### src/hdl/sfd_pkg.sv
// shared types, codes and constants for the sensor frame deframer
`default_nettype none

package sfd_pkg;

	// number of serial links with their own parser state
	localparam int unsigned CHANNELS = 2;

	localparam logic [7:0] StartByteReset  = 8'd250;
	localparam logic [7:0] BusIdReset      = 8'd255;
	localparam logic [7:0] MaxPayloadReset = 8'd254;

	typedef enum logic [1:0] {
		REG_START_BYTE  = 2'd0,
		REG_BUS_ID      = 2'd1,
		REG_MAX_PAYLOAD = 2'd2
	} reg_index_t;

	typedef enum logic [2:0] {
		PH_HUNT  = 3'd0,
		PH_START = 3'd1,
		PH_BID   = 3'd2,
		PH_MID   = 3'd3,
		PH_DATA  = 3'd4,
		PH_CSUM  = 3'd5
	} phase_t;

	typedef enum logic [1:0] {
		EV_CONSUMED = 2'd0,
		EV_PAYLOAD  = 2'd1,
		EV_GOOD     = 2'd2,
		EV_REJECT   = 2'd3
	} event_t;

	typedef struct packed {
		logic       channel;
		logic [7:0] data_byte;
	} in_t;

	typedef struct packed {
		logic       out_channel;
		logic [1:0] event_res;
		logic [7:0] message_id;
		logic [7:0] payload_length;
		logic [7:0] payload_byte;
		logic [7:0] payload_index;
		logic       last;
	} out_t;

	// one channel's parser state as held in the state ram
	typedef struct packed {
		phase_t     phase;
		logic [7:0] running_sum;
		logic [7:0] message_id;
		logic [7:0] frame_length;
		logic [7:0] byte_count;
	} entry_t;

	typedef struct packed {
		logic [7:0] start_byte;
		logic [7:0] bus_id;
		logic [7:0] max_payload;
	} cfg_t;

endpackage

`default_nettype wire

### src/hdl/sfd_parse_step.sv
// next-state and result logic for one received byte on one channel
`default_nettype none

module sfd_parse_step
	import sfd_pkg::*;
(
	input  var cfg_t   cfg,
	input  var in_t    item,
	input  var entry_t cur,
	output entry_t     nxt,
	output out_t       res
);

	logic [7:0] sum;
	logic [8:0] cnt_inc;
	event_t     ev;
	logic [7:0] pbyte;
	logic [7:0] pidx;
	logic       plast;

	assign sum     = cur.running_sum + item.data_byte;
	assign cnt_inc = {1'b0, cur.byte_count} + 9'd1;

	always_comb begin
		nxt   = cur;
		ev    = EV_CONSUMED;
		pbyte = 8'd0;
		pidx  = 8'd0;
		plast = 1'b0;
		unique case (cur.phase)
			PH_START: begin
				nxt.running_sum = sum;
				if (item.data_byte != cfg.bus_id) begin
					ev        = EV_REJECT;
					nxt.phase = PH_HUNT;
				end else begin
					nxt.phase = PH_BID;
				end
			end
			PH_BID: begin
				nxt.running_sum = sum;
				nxt.message_id  = item.data_byte;
				nxt.phase       = PH_MID;
			end
			PH_MID: begin
				nxt.running_sum  = sum;
				nxt.frame_length = item.data_byte;
				nxt.byte_count   = 8'd0;
				if (item.data_byte > cfg.max_payload) begin
					ev        = EV_REJECT;
					nxt.phase = PH_HUNT;
				end else if (item.data_byte == 8'd0) begin
					// empty payload, next byte is the checksum
					nxt.phase = PH_CSUM;
				end else begin
					nxt.phase = PH_DATA;
				end
			end
			PH_DATA: begin
				ev              = EV_PAYLOAD;
				pbyte           = item.data_byte;
				pidx            = cur.byte_count;
				nxt.running_sum = sum;
				nxt.byte_count  = cnt_inc[7:0];
				if (cnt_inc >= {1'b0, cur.frame_length}) begin
					plast     = 1'b1;
					nxt.phase = PH_CSUM;
				end
			end
			PH_CSUM: begin
				nxt.running_sum = sum;
				ev              = (sum == 8'd0) ? EV_GOOD : EV_REJECT;
				nxt.phase       = PH_HUNT;
			end
			default: begin
				// hunting, and phase codes without meaning
				if (item.data_byte == cfg.start_byte) begin
					nxt.phase        = PH_START;
					nxt.running_sum  = 8'd0;
					nxt.message_id   = 8'd0;
					nxt.frame_length = 8'd0;
					nxt.byte_count   = 8'd0;
				end else begin
					nxt.phase = PH_HUNT;
				end
			end
		endcase
	end

	always_comb begin
		res.out_channel    = item.channel;
		res.event_res      = ev;
		res.message_id     = nxt.message_id;
		res.payload_length = nxt.frame_length;
		res.payload_byte   = pbyte;
		res.payload_index  = pidx;
		res.last           = plast;
	end

endmodule

`default_nettype wire

### src/hdl/sensor_frame_deframer_unit.sv
// top level of the sensor frame deframer: channel state ram, parse stage, result register
`default_nettype none

// Per-channel frame parser for start/bus-id/message-id/length/payload/checksum
// frames. Each request carries one byte and the link it came from; each byte
// gives exactly one result: consumed, payload byte (with index and last mark),
// frame good or frame rejected. The block takes one byte per clock cycle
// while the result side keeps up, via the parse stage and result register.
// The channel's state ram entry is read on accept, updated and written back
// as the parse stage advances; a byte on the same channel right behind it
// takes the updated entry from a bypass register. The ram needs no clearing
// pass: a valid flop per channel, cleared by reset, makes an unwritten entry
// read as the idle hunting state. The result register decouples the two
// sides, so a new request is taken while a result waits. Configuration
// registers must be written only while the block is idle; it is not enforced.

module sensor_frame_deframer_unit
	import sfd_pkg::*;
(
	input  var logic       clk,
	input  var logic       arst_n,
	// configuration write port
	input  var logic       cfg_we,
	input  var logic [1:0] cfg_index,
	input  var logic [7:0] cfg_wdata,
	// byte request channel
	input  var logic       byte_valid,
	output logic           byte_ready,
	input  var in_t        byte_req,
	// result channel
	output logic           result_valid,
	input  var logic       result_ready,
	output out_t           result
);

	// configuration registers
	cfg_t cfg_q;

	// parser state ram and per-entry valid flags
	entry_t               state_mem [CHANNELS];
	logic [CHANNELS-1:0]  ent_vld_q;

	// parse stage
	logic   s1_valid_q;
	in_t    item_s1;
	logic   ch_ok_s1;
	entry_t rd_s1;
	logic   vld_s1;
	logic   byp_s1;
	entry_t byp_data_s1;

	// result register
	logic res_valid_q;
	out_t res_q;

	logic   accept;
	logic   s1_adv;
	logic   wr_en;
	logic   ch_ok;
	entry_t cur;
	entry_t nxt;
	out_t   step_res;
	out_t   res_d;

	assign ch_ok  = {31'd0, byte_req.channel} < CHANNELS;
	assign s1_adv = s1_valid_q && (!res_valid_q || result_ready);
	assign byte_ready = !s1_valid_q || s1_adv;
	assign accept = byte_valid && byte_ready;
	// out-of-range channels leave all state alone
	assign wr_en  = s1_adv && ch_ok_s1;

	// config writes, indexes past the list are dropped
	always_ff @(posedge clk or negedge arst_n) begin
		if (!arst_n) begin
			cfg_q.start_byte  <= StartByteReset;
			cfg_q.bus_id      <= BusIdReset;
			cfg_q.max_payload <= MaxPayloadReset;
		end else if (cfg_we) begin
			unique case (cfg_index)
				REG_START_BYTE:  cfg_q.start_byte  <= cfg_wdata;
				REG_BUS_ID:      cfg_q.bus_id      <= cfg_wdata;
				REG_MAX_PAYLOAD: cfg_q.max_payload <= cfg_wdata;
				default: ;
			endcase
		end
	end

	// state ram: write back from the parse stage, registered read on accept
	always_ff @(posedge clk) begin
		if (wr_en) begin
			state_mem[item_s1.channel] <= nxt;
		end
		if (accept) begin
			rd_s1 <= state_mem[byte_req.channel];
		end
	end

	// entry valid flags, set on first write back
	always_ff @(posedge clk or negedge arst_n) begin
		if (!arst_n) begin
			ent_vld_q <= '0;
		end else if (wr_en) begin
			ent_vld_q[item_s1.channel] <= 1'b1;
		end
	end

	always_ff @(posedge clk or negedge arst_n) begin
		if (!arst_n) begin
			s1_valid_q <= 1'b0;
		end else if (accept) begin
			s1_valid_q <= 1'b1;
		end else if (s1_adv) begin
			s1_valid_q <= 1'b0;
		end
	end

	// stage payload; the bypass catches a write back to the same channel
	// landing on the edge where this request's read is taken
	always_ff @(posedge clk) begin
		if (accept) begin
			item_s1     <= byte_req;
			ch_ok_s1    <= ch_ok;
			vld_s1      <= ch_ok && ent_vld_q[byte_req.channel];
			byp_s1      <= wr_en && (item_s1.channel == byte_req.channel);
			byp_data_s1 <= nxt;
		end
	end

	// current entry: bypass first, then ram, unwritten entries read as idle
	always_comb begin
		if (byp_s1) begin
			cur = byp_data_s1;
		end else if (vld_s1) begin
			cur = rd_s1;
		end else begin
			cur = '0;
		end
	end

	sfd_parse_step u_step (
		.cfg  (cfg_q),
		.item (item_s1),
		.cur  (cur),
		.nxt  (nxt),
		.res  (step_res)
	);

	// a channel with no parser gives a bare consumed result
	always_comb begin
		if (ch_ok_s1) begin
			res_d = step_res;
		end else begin
			res_d             = '0;
			res_d.out_channel = item_s1.channel;
			res_d.event_res   = EV_CONSUMED;
		end
	end

	always_ff @(posedge clk or negedge arst_n) begin
		if (!arst_n) begin
			res_valid_q <= 1'b0;
		end else if (s1_adv) begin
			res_valid_q <= 1'b1;
		end else if (result_ready) begin
			res_valid_q <= 1'b0;
		end
	end

	always_ff @(posedge clk) begin
		if (s1_adv) begin
			res_q <= res_d;
		end
	end

	assign result_valid = res_valid_q;
	assign result       = res_q;

	// payload index always lies inside the declared length
	a_index_in_length: assert property (@(posedge clk) disable iff (!arst_n)
		result_valid && (result.event_res == EV_PAYLOAD)
		|-> (result.payload_index < result.payload_length))
		else $error("payload index outside declared length");

	// last mark only on payload bytes
	a_last_on_payload: assert property (@(posedge clk) disable iff (!arst_n)
		result_valid && result.last |-> (result.event_res == EV_PAYLOAD))
		else $error("last mark on a non-payload result");

	// a frame end always sends the channel back to hunting
	a_end_hunts: assert property (@(posedge clk) disable iff (!arst_n)
		wr_en && ((step_res.event_res == EV_GOOD) || (step_res.event_res == EV_REJECT))
		|-> (nxt.phase == PH_HUNT))
		else $error("frame end without return to hunting");

	// an accepted request always occupies the parse stage next cycle
	a_accept_fills: assert property (@(posedge clk) disable iff (!arst_n)
		accept |=> s1_valid_q)
		else $error("accepted request lost before parse stage");

endmodule

`default_nettype wire
### config.mk
export PLATFORM = sky130hd
export DESIGN_NAME = sensor_frame_deframer_unit
export DESIGN_NICKNAME = d
export VERILOG_FILES = /design/src/hdl/sfd_pkg.sv /design/src/hdl/sfd_parse_step.sv /design/src/hdl/sensor_frame_deframer_unit.sv
export SDC_FILE = /design/constraint.sdc
export NUM_CORES = 1
export LEC_CHECK = 0
export BUFFER_PORTS_ARGS = -buffer_cell sky130_fd_sc_hd__buf_2
export CAP_MARGIN = 15
export CORE_UTILIZATION = 60
export CTS_BUF_LIST = sky130_fd_sc_hd__clkbuf_16
export DETAILED_ROUTE_END_ITERATION = 16
export PLACE_DENSITY_LB_ADDON = 0.08
export SYNTH_ARGS = -nofsm -noshare
export SYNTH_HDL_FRONTEND = slang
export SYNTH_SLANG_ARGS = --single-unit
export TNS_END_PERCENT = 50
### constraint.sdc
create_clock -name clk -period 10.3 [get_ports clk]
set_input_delay 1.03 -clock clk [delete_from_list [all_inputs] [get_ports clk]]
set_output_delay 1.03 -clock clk [all_outputs]
set_load 0.1 [all_outputs]
==> flow_summary.yaml, run 1 <==
status:
  status: "complete, no violations"
clock_network:
  cts_resized: 0
  post-cts-setup-buffers: 0
  clk_path_buf_depth: 3
  htree_levels: 1
  cts_tree: "yes"
  cts_hold_buf: 0
  clk_pin_slew_ps: 60
  cts_num_sinks: 215
  clk_latency_ps: 510
  cts_buffers: 22
  cts_root_buf: "clkbuf_16"
cells_and_area:
  area_delta_synth_final_pct: 12.4
  multiInputGateArea_mm2: 0.00275
  antenna_cells: 0
  drive_gt1_share_pct: 28.7
  layout.nets: 730
  seq_area_mm2: 0.00634
  fill_cells: 1004
worst_setup_path:
  crit_path_max_incr_delay_ps: 540
  critical_path.slowest_cell: "o21ai_0"
  cp_data_arrival_time_ps: 3920
  startpoint: "byp_s1"
  cp-start-kind: "flip-flop"
  crit_path_end_kind: "flip-flop"
  cpLargestDelayFamily: "compound AO/OA/AOI/OAI gates"
  criticalPathCategory: "reg -> reg"
  worst_r2r_startpoint: "byp_s1"
  critPathBufInv: 1
  path_cells: "buf_4 > o21ai_0 > ha_1 > and3_4 > nor2_1 > ha_1 > a21o_1 > a211oi_1 > o21ai_0 > o211ai_1 > a311oi_1 > or3_1"
  required_ps: 10530
  crit_fanout: 51
sta:
  hold_viol_final: 0
  fin_ws_ps: 6600
  period_needed_ps: 3700
  worstMarginPinSlew_ps: 1140
  setup_violations: 0
  fin_skew_ps: 12.2
  fmax_mhz: 270
  grt_setup_unrepaired: "no"
  post-route-period-util_pct: 35.9
  setup_tns_ps: 0
  slew_headroom_pct: 24.2
  drv_slew: 0
die:
  fp.dieW_um: 126
  die-area_mm2: 0.0159
  die_h_um: 126
  ios: 62
  rows: 44
  initial_core_util_pct: 62.6
  core-area_mm2: 0.0148
logic_synthesis:
  synth_fp_nets: 662
  synthDistinctLibCells: 59
  synthesis.area_per_instance_um2: 15.1
  synth.largest_area_cell: "edfxtp_1"
  synth_area_mm2: 0.00924
  synthTopCellsByArea: "edfxtp_1 61%, mux2_2 7.4%, dfstp_2 6.0%"
  synth_seq_area_share_pct: 68.6
  synth_edf_count: 187
  yosys_warnings: 0
  yosys_register_bits: 215
  synth_top_area_share_pct: 60.8
  ys_async_sr_fraction_pct: 13.0
  synth_cells: 613
  synth_common_cells: "187 x edfxtp_1, 61 x mux2_2, 46 x nand2_1"
  yosysMostFrequentCell: "edfxtp_1"
  ys.flop_type: "edfxtp_1"
grt:
  grt_pass1_wl_um: 29100
  grt_pass1_vias: 5486
  overflow: 0
  grt_max_degree: 82
  antenna_found_initial: 0
  gr-usage-all-layers_pct: 23.9
place:
  numPortBuffers: 61
  place_ws_ps: 6660
  hpwl_um: 11500
  gp_congestion: 0.863
power:
  power.total_uw: 2290
  irDropWorstVdd_uv: 154
  leakagePower_uw: 0.00392
  p_per_area_mw_per_mm2: 220
detailed_routing:
  drtIter0Drc: 445
  vias: 5408
  avgRoutedWirePerCell_um: 20.9
  vias_per_cell: 6.14
  postRouteAntennaNets: 0
  firstDrtPassIters: 4
  postRouteWirelength_um: 18400
  drc_errors: 0
hold_path:
  min-delay-start: "ent_vld_q[1]"
  min_path_type: "reg -> reg"
flow_run:
  drv_cap: 0
[cell families (layout without fill, tap and decap cells)]
group / Yosys count / count (layout) / synth area share, %
AO/OA/AOI/OAI: 114 / 114 / 8.76
flip-flops: 215 / 215 / 68.6
adder cells (fa/ha/maj): 25 / 25 / 3.47
multiplexers: 61 / 61 / 7.44
XOR/XNOR: 28 / 28 / 2.65
AND/OR/NAND/NOR: 134 / 134 / 7.27
buffers and inverters: 36 / 120 / 1.76
[placed cells by master, fill, tap and decap left out, drive strengths merged, types with 3 or more instances in the layout]
cell    synthesis  routed
xor2           23      23
a21oi          18      18
nand2b          5       5
o22ai           3       3
nor4            7       7
a22oi          23      23
nor2b           3       3
and3           11      11
a21o            4       4
xnor2           5       5
dfrtp           7       7
a211oi          6       6
nand3           9       9
buf            12      66
a22o           12      12
ha             24      24
nor2           32      32
nand2          47      47
dfstp          21      21
clkinv          0       7
a31oi           5       5
o21ai          32      32
nand3b          4       4
edfxtp        187     187
clkbuf         10      23
nor3            4       4
inv            14      23
mux2           61      61
[path summary, 6_finish.rpt]
path                       depth (start not counted)               end  slack [ps]
setup / recovery                                  12  state_mem[1][32]        6600
hold / removal                                     1      ent_vld_q[1]         460
setup reg to reg                                  12  state_mem[1][32]        6600
hold reg to reg                                    1      ent_vld_q[1]         460
max in group asynchronous                          1         cfg_q[18]        9370
min in group asynchronous                          1          cfg_q[0]         540
[layout make-up]
type	instances	area share (%)
Multi-Input combinational cell	362	26.4
Timing Repair Buffer	66	3.30
Tap cell	184	2.22
Inverter	14	0.506
Clock buffer	23	5.54
Clock inverter	17	0.940
Sequential cell	215	61.1
[report_power, final]
| part | leakage [µW] | internal (µW) | total (µW) | switching [µW] |
|---|---|---|---|---|
| registers | 0.00209 | 1090 | 1130 | 40.4 |
| clock network | 0.000371 | 426 | 733 | 307 |
| logic | 0.00146 | 122 | 423 | 301 |
[metrics by stage]
step / std cells / instance area, µm² / hold WS, ps / utilization (%)
6_report: 881 / 10400 / 465 / 70.4
5_1_grt: 881 / 10400 / 484 / 70.4
4_1_cts: 881 / 10400 / 467 / 70.4
3_5_place_dp: 841 / 9710 / 452 / 65.8
3_3_place_gp: 841 / 9710 / 447 / 65.8
2_1_floorplan: 613 / 9240 / 433 / -
[flip-flops by register name (all words and copies together) (netlist names)]
signal,count
s1_valid_q,1
rd_s1,35
result_valid,1
result,36
byp_s1,1
item_s1,9
byp_data_s1,35
ent_vld_q,2
state_mem,70
vld_s1,1
cfg_q,24
[metal layers]
layer  vias to the layer above  share of wire (%)  global-route usage [%]
met5                         -                  0                       0
met4                         0                3.8                    9.64
met3                        55                5.2                    3.70
met2                       170                 48                    39.7
met1                      2702                 43                    31.8
li1                       2481                  -                       -
Note: power is estimated with default switching activity, not from simulation.
==> run 2: changes to the inputs <==
- clock period: 10.3 -> 3.6 ns (I/O delays scaled with it)
==> run 2 against run 1 <==
Utilization increased by 0.71 points. Via count up 1.0%. Die area is the same. Critical path type unchanged. Critical endpoint is now state_mem[0][32]. Largest cell class unchanged.
==> flow_summary.yaml, run 2 (synthesis gave the netlist of run 1 again) <==
status:
  status: "complete, no violations"
clock_network:
  cts_buffers: 22
  cts_tree: "yes"
  clk_pin_slew_ps: 60
  clk_path_buf_depth: 3
  htree_levels: 1
  cts_num_sinks: 215
  cts_root_buf: "clkbuf_16"
  clk_latency_ps: 490
detailed_routing:
  firstDrtPassIters: 8
  drc_errors: 0
  postRouteAntennaNets: 0
  postRouteWirelength_um: 19200
  drtIter0Drc: 485
  vias_per_cell: 6.12
  avgRoutedWirePerCell_um: 21.5
  vias: 5464
worst_setup_path:
  cp-start-kind: "flip-flop"
  startpoint: "byp_s1"
  worstRegToRegCells: 13
  criticalPathCategory: "reg -> reg"
  endpoint: "state_mem[0][32]"
  worst_r2r_startpoint: "byp_s1"
  cp_data_arrival_time_ps: 3520
  crit_fanout: 9
  required_ps: 3830
  r2r-end: "state_mem[0][32]"
  crit_path_end_kind: "flip-flop"
  reg2reg_slack_ps: 300
grt:
  grt_pass1_vias: 5576
  overflow: 0
  grt_max_degree: 82
  gr-usage-all-layers_pct: 25.0
  antenna_found_initial: 0
  grt_pass1_wl_um: 30000
cells_and_area:
  layout.nets: 744
  area_delta_synth_final_pct: 13.6
  largest_reg_flops: 70
  seq_area_mm2: 0.00634
  final_cell_mix: "187 x edfxtp_1, 61 x mux2_2, 61 x buf_2, 46 x nand2_1, 28 x o21ai_0"
  design_area_mm2: 0.0105
  final_util_pct: 71.1
  antenna_cells: 0
  drive_gt1_share_pct: 30.3
  largest_register: "state_mem"
  fill_cells: 1003
  stdcell_count: 893
  multiInputGateArea_mm2: 0.00275
  final_common_cell: "edfxtp_1"
die:
  die-area_mm2: 0.0159
  rows: 44
  die_h_um: 126
  initial_core_util_pct: 62.6
  fp.dieW_um: 126
  core-area_mm2: 0.0148
  ios: 62
power:
  p_per_area_mw_per_mm2: 629
  leakagePower_uw: 0.00396
  irDropWorstVdd_uv: 427
  power.total_uw: 6600
sta:
  setup_tns_ps: 0
  period_needed_ps: 3300
  worstMarginPinSlew_ps: 1130
  drv_slew: 0
  grt_setup_unrepaired: "no"
  hold_viol_final: 0
  slew_headroom_pct: 24.6
  post-route-period-util_pct: 91.5
  fmax_mhz: 303
  setup_violations: 0
  fin_skew_ps: 6.57
place:
  dp_cells: 854
  numPortBuffers: 61
  placed_cell_area_mm2: 0.00981
  gp_congestion: 0.902
  hpwl_um: 12400
hold_path:
  min_path_type: "in -> reg"
  min-delay-start: "byte_req[3]"
flow_run:
  drv_cap: 0
[run 2: changes by cell type in the layout (fill, tap and decap cells not counted), sizes merged]
cell / previous run / this run
inv: 23 / 15
clkinv: 7 / 12
buf: 66 / 79
dlygate4sd3: 0 / 1
clkinvlp: 0 / 1
[run 2: where the power goes]
part | leakage (µW) | switching (µW) | internal [µW] | total, µW
sequential | 0.00209 | 113 | 3130 | 3240
combinational | 0.00153 | 884 | 368 | 1250
clock | 0.000338 | 883 | 1220 | 2110
total | 0.00396 | 1880 | 4720 | 6600
[run 2: worst min-delay path by stage]
| stage | endpoint | slack (ps) | cells past startpoint |
|---|---|---|---|
| 2_1_floorplan | cfg_q[0] | 60 | 0 |
| 3_3_place_gp | cfg_q[18] | 400 | 1 |
| 3_5_place_dp | cfg_q[18] | 410 | 1 |
| 4_1_cts | item_s1[0] | 20 | 1 |
| 5_1_grt | item_s1[1] | 30 | 1 |
| 6_report | item_s1[3] | 40 | 1 |
[run 2: final cells by class]
type / instances / share of cell area [%]
sequential: 215 / 60.4
multi-input combinational: 362 / 26.2
clock buffer: 23 / 5.49
timing repair buffer: 80 / 4.29
tap: 184 / 2.19
clock inverter: 15 / 0.906
inverter: 14 / 0.501
[run 2: layer usage]
metal | track usage [%] | share of wire [%] | vias up
met3 | 3.74 | 5.7 | 39
met2 | 42.4 | 50 | 178
met1 | 34.1 | 42 | 2733
met5 | 0 | 0 | -
met4 | 6.17 | 2.1 | 0
li1 | - | - | 2514
[run 2: per-stage QoR]
| stage | hold slack (ps) | setup slack [ps] |
|---|---|---|
| after floorplan | 64.4 | 88.4 |
| after global placement | 396 | 525 |
| after detailed placement | 407 | 380 |
| after CTS | 20.7 | 358 |
| after global routing | 27.8 | 121 |
| final | 38.0 | 305 |
[run 2: critical path: stages, from the launching register on]
cell and delay (ps):
edfxtp_1 520, nor2b_2 90, a22oi_1 240, inv_1 90, ha_1 270, a31oi_1 220
nor2_1 70, ha_1 310, a21o_1 190, a211oi_1 230, o21ai_0 140, o211ai_1 140
a311oi_1 120, or3_1 400
[run 2: timing repair]
action / CTS / global route
gates resized for setup: 0 / 0
setup buffers: 0 / 0
hold buffers: 1 / 0
endpoints found under the hold margin: 7 / 0
